==> src/rtl/sat_pkg.sv <==
// sat_pkg: shared types and constants of the section address translator
// holds the word layout, address kinds, controller states and the
// command/status structs between the controller and the datapath
`timescale 1ns / 1ps

package sat_pkg;

    // address kinds carried by source_kind and dest_kind
    typedef enum logic [1:0] {
        KIND_OFFSET   = 2'd0,
        KIND_RELATIVE = 2'd1,
        KIND_ABSOLUTE = 2'd2,
        KIND_INVALID  = 2'd3
    } t_kind;

    // configuration register indexes
    localparam int CFG_IDX_W = 1;
    localparam logic [CFG_IDX_W-1:0] CFG_IMAGE_BASE    = 1'b0;
    localparam logic [CFG_IDX_W-1:0] CFG_SECTION_COUNT = 1'b1;
    localparam int CFG_DATA_W = 64;

    // field widths
    localparam int ENTRY_IDX_W = 6;
    localparam int SEC_W       = 32;
    localparam int ADDR_W      = 64;
    localparam int KIND_W      = 2;
    localparam int CNT_W       = 7;

    // input word layout, lowest bit first
    localparam int ENTRY_LSB = 0;
    localparam int VSTART_LSB = ENTRY_LSB + ENTRY_IDX_W;
    localparam int RSTART_LSB = VSTART_LSB + SEC_W;
    localparam int RSIZE_LSB  = RSTART_LSB + SEC_W;
    localparam int VSIZE_LSB  = RSIZE_LSB + SEC_W;
    localparam int ADDR_LSB   = VSIZE_LSB + SEC_W;
    localparam int SRC_LSB    = ADDR_LSB + ADDR_W;
    localparam int DST_LSB    = SRC_LSB + KIND_W;
    localparam int S_USED_W   = DST_LSB + KIND_W;
    localparam int S_TDATA_W  = ((S_USED_W + 7) / 8) * 8;
    localparam int M_TDATA_W  = ADDR_W;

    // controller states
    typedef enum logic [2:0] {
        S_IDLE,
        S_LIMITS,
        S_DECIDE,
        S_SEARCH,
        S_FIN_A,
        S_FIN_B,
        S_OUT
    } t_state;

    typedef struct packed {
        logic take;       // input word accepted this cycle
        logic scan_lim;   // limits pass over the table
        logic decide;     // resolve the special cases
        logic scan_find;  // first-match pass over the table
        logic fin_a;      // add the other start to the offset in section
        logic fin_b;      // add the image base when asked for
        logic out_load;   // move the result into the output register
    } t_cmd;

    typedef struct packed {
        logic pass_done;
        logic need_search;
        logic found;
        logic out_free;
    } t_sts;

endpackage

==> src/rtl/sat_ctrl.sv <==
// sat_ctrl: sequencer of the section address translator
// depends on sat_pkg for the state, command and status types
`timescale 1ns / 1ps

module sat_ctrl (
    input  logic          i_clk,
    input  logic          i_rst_n,
    input  logic          i_s_axis_tvalid,
    input  logic          i_s_axis_tuser,
    output logic          o_s_axis_tready,
    input  sat_pkg::t_sts i_sts,
    output sat_pkg::t_cmd o_cmd
);
    import sat_pkg::*;

    t_state r_state;
    t_state n_state;

    always_ff @(posedge i_clk) begin
        if (!i_rst_n) begin
            r_state <= S_IDLE;
        end else begin
            r_state <= n_state;
        end
    end

    always_comb begin
        n_state         = r_state;
        o_cmd           = '0;
        o_s_axis_tready = 1'b0;
        case (r_state)
            S_IDLE: begin
                o_s_axis_tready = 1'b1;
                if (i_s_axis_tvalid) begin
                    o_cmd.take = 1'b1;
                    // load words finish here, translate words start a run
                    if (i_s_axis_tuser) begin
                        n_state = S_LIMITS;
                    end
                end
            end
            S_LIMITS: begin
                o_cmd.scan_lim = 1'b1;
                if (i_sts.pass_done) begin
                    n_state = S_DECIDE;
                end
            end
            S_DECIDE: begin
                o_cmd.decide = 1'b1;
                n_state = i_sts.need_search ? S_SEARCH : S_OUT;
            end
            S_SEARCH: begin
                o_cmd.scan_find = 1'b1;
                if (i_sts.found) begin
                    n_state = S_FIN_A;
                end else if (i_sts.pass_done) begin
                    n_state = S_OUT;
                end
            end
            S_FIN_A: begin
                o_cmd.fin_a = 1'b1;
                n_state = S_FIN_B;
            end
            S_FIN_B: begin
                o_cmd.fin_b = 1'b1;
                n_state = S_OUT;
            end
            S_OUT: begin
                if (i_sts.out_free) begin
                    o_cmd.out_load = 1'b1;
                    n_state = S_IDLE;
                end
            end
            default: begin
                n_state = S_IDLE;
            end
        endcase
    end

endmodule

==> config.mk <==
export PLATFORM = sky130hd
export DESIGN_NAME = sat_ctrl
export DESIGN_NICKNAME = d
export VERILOG_FILES = /design/src/rtl/sat_pkg.sv /design/src/rtl/sat_ctrl.sv
export SDC_FILE = /design/constraint.sdc
export NUM_CORES = 1
export LEC_CHECK = 0
export ABC_AREA = 1
export BUFFER_PORTS_ARGS = -buffer_cell sky130_fd_sc_hd__buf_2
export CORE_AREA = 10 10 47 49
export CTS_BUF_LIST = sky130_fd_sc_hd__clkbuf_2
export CTS_CLUSTER_SIZE = 14
export DETAILED_ROUTE_END_ITERATION = 16
export DIE_AREA = 0 0 57 59
export PLACE_DENSITY = 0.55
export SYNTH_ARGS = -nofsm -noshare
export SYNTH_HDL_FRONTEND = slang
export SYNTH_SLANG_ARGS = --single-unit
==> constraint.sdc <==
create_clock -name i_clk -period 1.1 [get_ports i_clk]
set_input_delay 0.22 -clock i_clk [delete_from_list [all_inputs] [get_ports i_clk]]
set_output_delay 0.22 -clock i_clk [all_outputs]
set_load 0.05 [all_outputs]
* Word-level counts from Yosys, hierarchy flattened
Cells that the tools add are included.
** Operators by class
- Eq/ne operators :: 11
- Reductions and logical operators :: 2
- Mux-type cells :: 18
** Operators by type and width (number)
- $mux W3 :: 7
- $pmux W3 S7 :: 1
- $mux W1 :: 10
- $eq A3 B3 Y1 const B :: 3
- $ne A2 B2 Y1 const B :: 4
- $eq A3 B2 Y1 const B :: 2
- $reduce_and A5 Y1 :: 1
- $eq A3 B1 Y1 const B :: 1
- $logic_not A3 Y1 :: 1
- $ne A3 B3 Y1 const B :: 1
** Word-level totals
- Register bits after elaboration :: 3

* Depth between registers and ports, before layout
Gate-level depths: netlist (run 1).
- Depth after elaboration :: 3
- Gate-level depth with buffers :: 9
- Depth with buffers taken out :: 8

* Worst setup path before layout (run 1)
OpenSTA, ideal clock, no wires.
- Path type :: register -> output
- Start :: register r_state[2]
- End :: output o_cmd[0] (netlist bit)
- Data arrival time :: 1.531 ns
- Buffers on the path :: 1
- Cell stages (with the launch flop) :: 4
- Slack :: -0.651 ns
- Path through :: dfxtp_1 > buf_6 > nand2_1 > nor3_1
** RTL lines
- from (decl) :: line sat_ctrl.sv:16 : t_state r_state;
- from (signal assigned) :: line sat_ctrl.sv:23 : r_state <= n_state;
- to (decl) :: line sat_ctrl.sv:12 : output sat_pkg::t_cmd o_cmd

==> results.md, run 1 <==
* Status: finished with violations
* Violations in the final reports: negative setup slack
* Sw Pwr at 976 uW
* #FFs+latches synth at 3
* Hold buffers post-CTS at 0
* Overall power at 1870 uW
* Multi-input logic area at 279 sq um
* Slew HR at 87.4%
* Via count at 416
* Max Slew Vio Count at 0
* Final period utilization at 120%
* Number of synthesized flops with an enable pin at 0
* Fillers at 146
* Root buf cell: clkbuf_2
* H-tree depth at 1
* Worst EP required at 0.88 ns
* FMAX at 0.760 GHz
* Internal at 897 uW
* Largest net degree at the start of global routing at 7
* # setup viols final at 11
* Post-synthesis async set-or-reset flop share at 0%
* CP arrival at 1.10 ns
* Crit-path max cell delay at 0.36 ns
* Area contributors post-synth: dfxtp_1, nor2_1, inv_1, nand2_1, buf_6
* Worst-path clk slew at 0.04 ns
* Antenna-violating nets left at 0
* DR iter-0 viols at 5
* Fin nets at 88
* Unrepaired setup endpoints after global routing: yes
* R2R depth at 7
* FF-to-FF Start: r_state[2]
* Seq/Total Area, Yosys at 21.1%
* YS warnings at 0
* Num CTS Buffers at 3
* Skew final at 0.000478 ns
* Switching share of power at 52.1%
* Synth top cells by count: nor2_1, inv_1, nand2_1
* Slowest cell on the critical path: dfxtp_4
* Critical path fanouts, max at 5
* Crit path time final at 1.32 ns
* Top-count cell post-synth: nor2_1
* Maximum clock path buffer count at 2
* P_leak at 0.000327 uW
* Per-cell routed wire length at 10.8 um
* CTS Sinks at 3
* Critical Path End Type: primary output
* Setup ws final at -0.216 ns
* Clk_lat worst skew at 0.19 ns
* Placer Congestion at 0.807
* Post-synth top flop: dfxtp_1
* Worst Tran Pin Value at 0.187 ns
* CTS tree: yes
* Flop pwr share at 14.3%
* Comb pwr share at 77.8%
* Power per cell area at 2790 nW/um^2
* Hold Vio Cnt, Final at 0
* WL final at 1.03 mm
* Vias/cell at 4.38
* P&R area growth vs syn at 137%
* Mapped Nets at 59
* Critical Path Start Type: flop
* Non-Filler Instances at 95
* GRT Overall Usage at 6.14%
* Vias in the first global route at 441
* Initial antenna violation count at 0
* CP endpoint: o_cmd[6]
* Netlist cell types at 14
* First-pass GRT wire length at 1.75 mm
* Largest register FFs at 3
* Hold Crit Class: in2reg
* DRC at 0
* Post-Synthesis Cells at 51
* Reg2Reg Setup Slack at -0.13 ns
* Placed instance count at 87
* Crit Path Class: reg2out
* Layout cells sized above 1 at 69.6%
* Top flop regs: r_state (3)
* FF/Latch Area at 71.3 sq um
* Cell Rows at 14
* R2r endpoint: r_state[2]
* Post-Syn Area per Cell at 5.57 sq um
* Hpwl dp at 759 um
* Synthesized area at 284 sq um
* Clock power frac at 7.9%
* 1st-pass router iterations at 4
* Synth top area share at 21.1%
* Core Area at 1400 sq um
* Worst-path cell chain: clkinvlp_4 > and3_4 > buf_6
* Largest reg by FF count: r_state
* IO buf count at 15
* Critical path launch point: r_state[2]
* ANT cells at 0
* DIE AREA at 3360 sq um
* DIE HEIGHT at 59 um
* Die Width at 57 um
* Synth area leader: dfxtp_1
* Starting density of the core at 20.3%
* GRT overflow at 0
* Peak supply drop at 1060 uV
* Setup TNS at -1.52 ns
* I/O pin count at 16
* Max_cap viols at 0
cells in the final DEF, fill, tap and decap left out:
cell,Yosys,layout
nand3_2,1,1
buf_4,0,6
nand2_2,1,2
nand2_1,10,7
dfxtp_4,0,3
buf_2,0,7
o31ai_1,1,1
clkbuf_2,0,4
nand2_4,0,2
clkinvlp_4,0,1
nor2_4,0,8
buf_8,0,3
nor3_4,0,2
inv_4,0,1
inv_1,10,5
a21oi_1,3,3
o21ai_0,2,2
and3_4,0,1
nor2_1,12,5
nand3_1,2,1
nand3_4,0,1
buf_6,2,10
inv_2,0,3
logic make-up after synthesis:
kind of cell           synth area share (%)
and+or+nand+nor                        46.3
buffers and inverters                  21.1
AOI/OAI and AO/OA                      11.5
DFF                                    21.1
how the worst min path moves through the flow:
stage | from | to | cells past startpoint | slack [ns]
after floorplan | i_rst_n | r_state[2] | 2 | 0.32
after global placement | i_rst_n | r_state[2] | 3 | 0.45
after detailed placement | i_rst_n | r_state[2] | 3 | 0.46
after CTS | i_rst_n | r_state[2] | 3 | 0.25
after global routing | i_rst_n | r_state[2] | 3 | 0.26
final | i_rst_n | r_state[2] | 3 | 0.28
repair_timing:
| item | CTS | global route |
|---|---|---|
| pin swaps | 4 | 6 |
| buffers inserted | 4 | 0 |
| resized for setup | 24 | 11 |
| endpoints found under the setup margin | 11 | 11 |
power groups by stage:
stage | Clock (uW) | Sequential, uW | Combinational, uW
floorplan | 0 | 218 | 874
global placement | 0 | 243 | 1110
detailed placement | 0 | 243 | 1110
CTS | 152 | 265 | 1350
global route | 159 | 279 | 1560
finish | 149 | 267 | 1460
metal layers:
metal / part of all wire (%) / GRT usage [%] / wire (um)
met1: 37 / 6.54 / 380
met2: 51 / 10.1 / 521
met3: 12 / 2.79 / 123
met4: 0 / 3.02 / 0
met5: 0 / 0 / 0
final cells by class:
type	instances	area share, %
multi-input combinational	36	41.5
timing repair buffer	26	35.4
sequential	3	10.6
inverter	10	6.52
clock buffer	4	2.98
tap	16	2.98
worst max-delay path, delay by kind of cell (launching register included):
| family | cells | cell delay, ns |
|---|---|---|
| buffers and inverters | 2 | 0.32 |
| flip-flops | 1 | 0.36 |
| AND/OR/NAND/NOR | 1 | 0.22 |
stage by stage:
stage,area [sq um],setup WS [ns],utilization (%),hold slack [ns]
floorplan,374,-0.122,-,0.322
global placement,499,-0.0879,35.6,0.454
detailed placement,499,-0.0941,35.6,0.462
CTS,626,-0.198,44.6,0.252
global route,672,-0.253,47.9,0.264
finish,672,-0.216,47.9,0.277
Power figures use the tool's default switching activity.
==> run 2: changes to the inputs <==
ABC_AREA = not set   (was 1)
CAP_MARGIN = 20   (was not set)
==> run 2 against run 1 <==
The flow still finishes with violations (negative setup slack). Core utilization fell by 5.6 points. Flip-flop and latch count unchanged. Total power is 59% lower. Clock skew about the same. Combinational power is 69% lower. Worst setup slack improved by 0.019 ns. Synthesized area up 3.1%. Die area unchanged. Critical path depth unchanged. Via count decreased by 20%. First-iteration DRC count shrank 100%. Critical path type unchanged.
==> results.md, run 2 <==
* Peak supply drop at 643 uV (-39%)
* Post-Synthesis Cells at 34 (-33%)
* FMAX at 0.771 GHz (+1.4%)
* DIE HEIGHT at 59 um (unchanged)
* Synthesized area at 293 sq um (+3.1%)
* GRT Overall Usage at 5.76% (-0.38 points)
* Post-synth top flop: dfxtp_1
* Largest register FFs at 3 (unchanged)
* Critical path fanouts, max at 8 (+3)
* Via count at 333 (-20%)
* Slowest cell on the critical path: dfxtp_4
* Most used cell, CP: buf_6
* Synth top area share at 20.5% (-0.63 points)
* WL final at 950 um (-7.3%)
* GRT overflow at 0 (unchanged)
* Post-layout util at 42.3% (-5.6 points)
* Fin nets at 68 (-23%)
* Placer Congestion at 0.748 (-7.3%)
* ANT cells at 0 (unchanged)
* Mapped Nets at 42 (-29%)
* #FFs+latches synth at 3 (unchanged)
* Violations in the final reports: negative setup slack
* Critical Path End Type: primary output
* Crit path time final at 1.30 ns (-0.0186 ns)
* Post-synthesis async set-or-reset flop share at 0% (unchanged)
* Most frequent cells in the layout: buf_6, buf_2, buf_4, clkbuf_2, dfxtp_4
* Synth top cells by count: nor2_1, dfxtp_1
* Vias in the first global route at 359 (-19%)
* Vias/cell at 4.44 (+1.4%)
* Top-count cell post-synth: nor2_1
* Crit-path leading delay family: flip-flops
* Initial antenna violation count at 0 (unchanged)
* DIE AREA at 3360 sq um (unchanged)
* Core Area at 1400 sq um (unchanged)
* CP bufs+invs at 2 (unchanged)
* Maximum clock path buffer count at 2 (unchanged)
* Worst EP required at 0.88 ns (about the same)
* DR iter-0 viols at 0 (-5)
* Setup ws final at -0.197 ns (+0.0186 ns)
* YS warnings at 0 (unchanged)
* Hold Vio Cnt, Final at 0 (unchanged)
* Setup TNS at -1.30 ns (+0.225 ns)
* Die Width at 57 um (unchanged)
* Max_cap viols at 0 (unchanged)
* Crit-path max cell delay at 0.37 ns (about the same)
* Layout cells sized above 1 at 76.3% (+6.7 points)
* Critical Path Start Type: flop
* Seq/Total Area, Yosys at 20.5% (-0.63 points)
* First-pass GRT wire length at 1.56 mm (-11%)
* Num CTS Buffers at 3 (unchanged)
* Synth area leader: dfxtp_1
* Worst-path cell chain: buf_6 > nor3b_4 > buf_6
* Largest net degree at the start of global routing at 9 (+2)
* Skew final at 0.000769 ns (+0.000291 ns)
* Root buf cell: clkbuf_2
* P&R area growth vs syn at 103%
* Most common cell after layout, fill and taps aside: buf_6
* Cell Rows at 14 (unchanged)
* CP arrival at 1.08 ns (-0.02 ns)
* Max Slew Vio Count at 0 (unchanged)
* Number of synthesized flops with an enable pin at 0 (unchanged)
* Status: finished with violations
* Per-cell routed wire length at 12.7 um (+17%)
* H-tree depth at 1 (unchanged)
* I/O pin count at 16 (unchanged)
* Area contributors post-synth: dfxtp_1, buf_6, and3b_2, mux2_4, nor2_1
* P_leak at 0.000259 uW (-21%)
* # setup viols final at 9 (-2)
* Post-Syn Area per Cell at 8.61 sq um (+55%)
* Hpwl dp at 672 um (-11%)
* DRC at 0 (unchanged)
* Crit Path Class: reg2out
* Largest reg by FF count: r_state
* CTS Sinks at 3 (unchanged)
* 1st-pass router iterations at 1 (-3)
* Fillers at 153 (+4.8%)
* CTS tree: yes
* Unrepaired setup endpoints after global routing: yes
* Slew HR at 87.1% (-0.34 points)
* Power per cell area at 1290 nW/um^2 (-54%)
* Worst-path clk slew at 0.04 ns (about the same)
* Starting density of the core at 20.9% (+0.63 points)
* Final period utilization at 118% (-1.7 points)
* Hold Crit Class: in2reg
* Clk_lat worst skew at 0.20 ns (about the same)
* Netlist cell types at 21 (+7)
* IO buf count at 15 (unchanged)
* Top flop regs: r_state (3)
* Antenna-violating nets left at 0 (unchanged)
* DP Worst Slack at -0.192 ns (-0.0974 ns)
* Worst Tran Pin Value at 0.192 ns (+0.00535 ns)
[run 2: changes by cell type after synthesis, sizes merged, moves of 2 or more]
cell / change
nand2: -9
inv: -10
nor2: -9
and3b: +2
nand3: -2
nor3b: +2
nand2b: +3
o21ai: +2
[run 2: power by group]
| part | internal [uW] | switching (uW) |
|---|---|---|
| combinational | 228 | 227 |
| sequential | 125 | 34.7 |
| clock | 95.9 | 53.8 |
[run 2: area by class of cell]
type                    count  area [sq um]  share of cell area, %
multi-input cells          28           267                   44.9
repair buffers             24           215                   36.3
flip-flops and latches      3          71.3                   12.0
clock buffers               4          20.0                   3.38
well taps                  16          20.0                   3.38
[run 2: worst reg2reg max path: cells and delay by family, from the launching register on]
kind | cells | cell delay, ns
AOI/OAI and AO/OA | 2 | 0.24
buffers and inverters | 1 | 0.18
DFF | 1 | 0.37
and+or+nand+nor | 1 | 0.27
[run 2: worst paths after layout]
path	slack (ns)	start	depth (start not counted)	end
worst max register to register	-0.04	r_state[2]	4	r_state[0]
worst min-delay path	0.30	i_rst_n	2	r_state[1]
worst max-delay path	-0.20	r_state[1]	3	o_cmd[5]
worst min register to register	0.55	r_state[1]	2	r_state[2]
[run 2: metrics by stage]
stage          cells  total power (uW)  hold WS (ns)  area, sq um
3_3_place_gp      68               490         0.517          448
5_1_grt           75               818         0.286          593
6_report          75               765         0.299          593
2_1_floorplan     34               422         0.368          342
4_1_cts           74               752         0.289          567
3_5_place_dp      68               492         0.517          448
[run 2: cell families (layout without fill, tap and decap cells)]
family	count (synthesis)	count (layout)	share of synthesized area, %
AOI/OAI and AO/OA	10	10	24.8
muxes	1	1	5.13
DFF	3	3	20.5
buffers and inverters	3	28	10.3
and+or+nand+nor	17	17	39.3
[run 2: what timing repair did]
action                                  4_1_cts  5_1_grt
endpoints found under the setup margin       10       10
pin swaps                                     3        3
hold buffers                                  0        0
setup buffers                                 2        1
resized for setup                            29        3
[run 2: metal layers]
layer  part of all wire [%]  routed length [um]  track usage (%)
met1                     40                 382             5.85
met2                     49                 468             8.84
met3                     11                 100             4.51
met4                      0                   0             2.01
met5                      0                   0                0
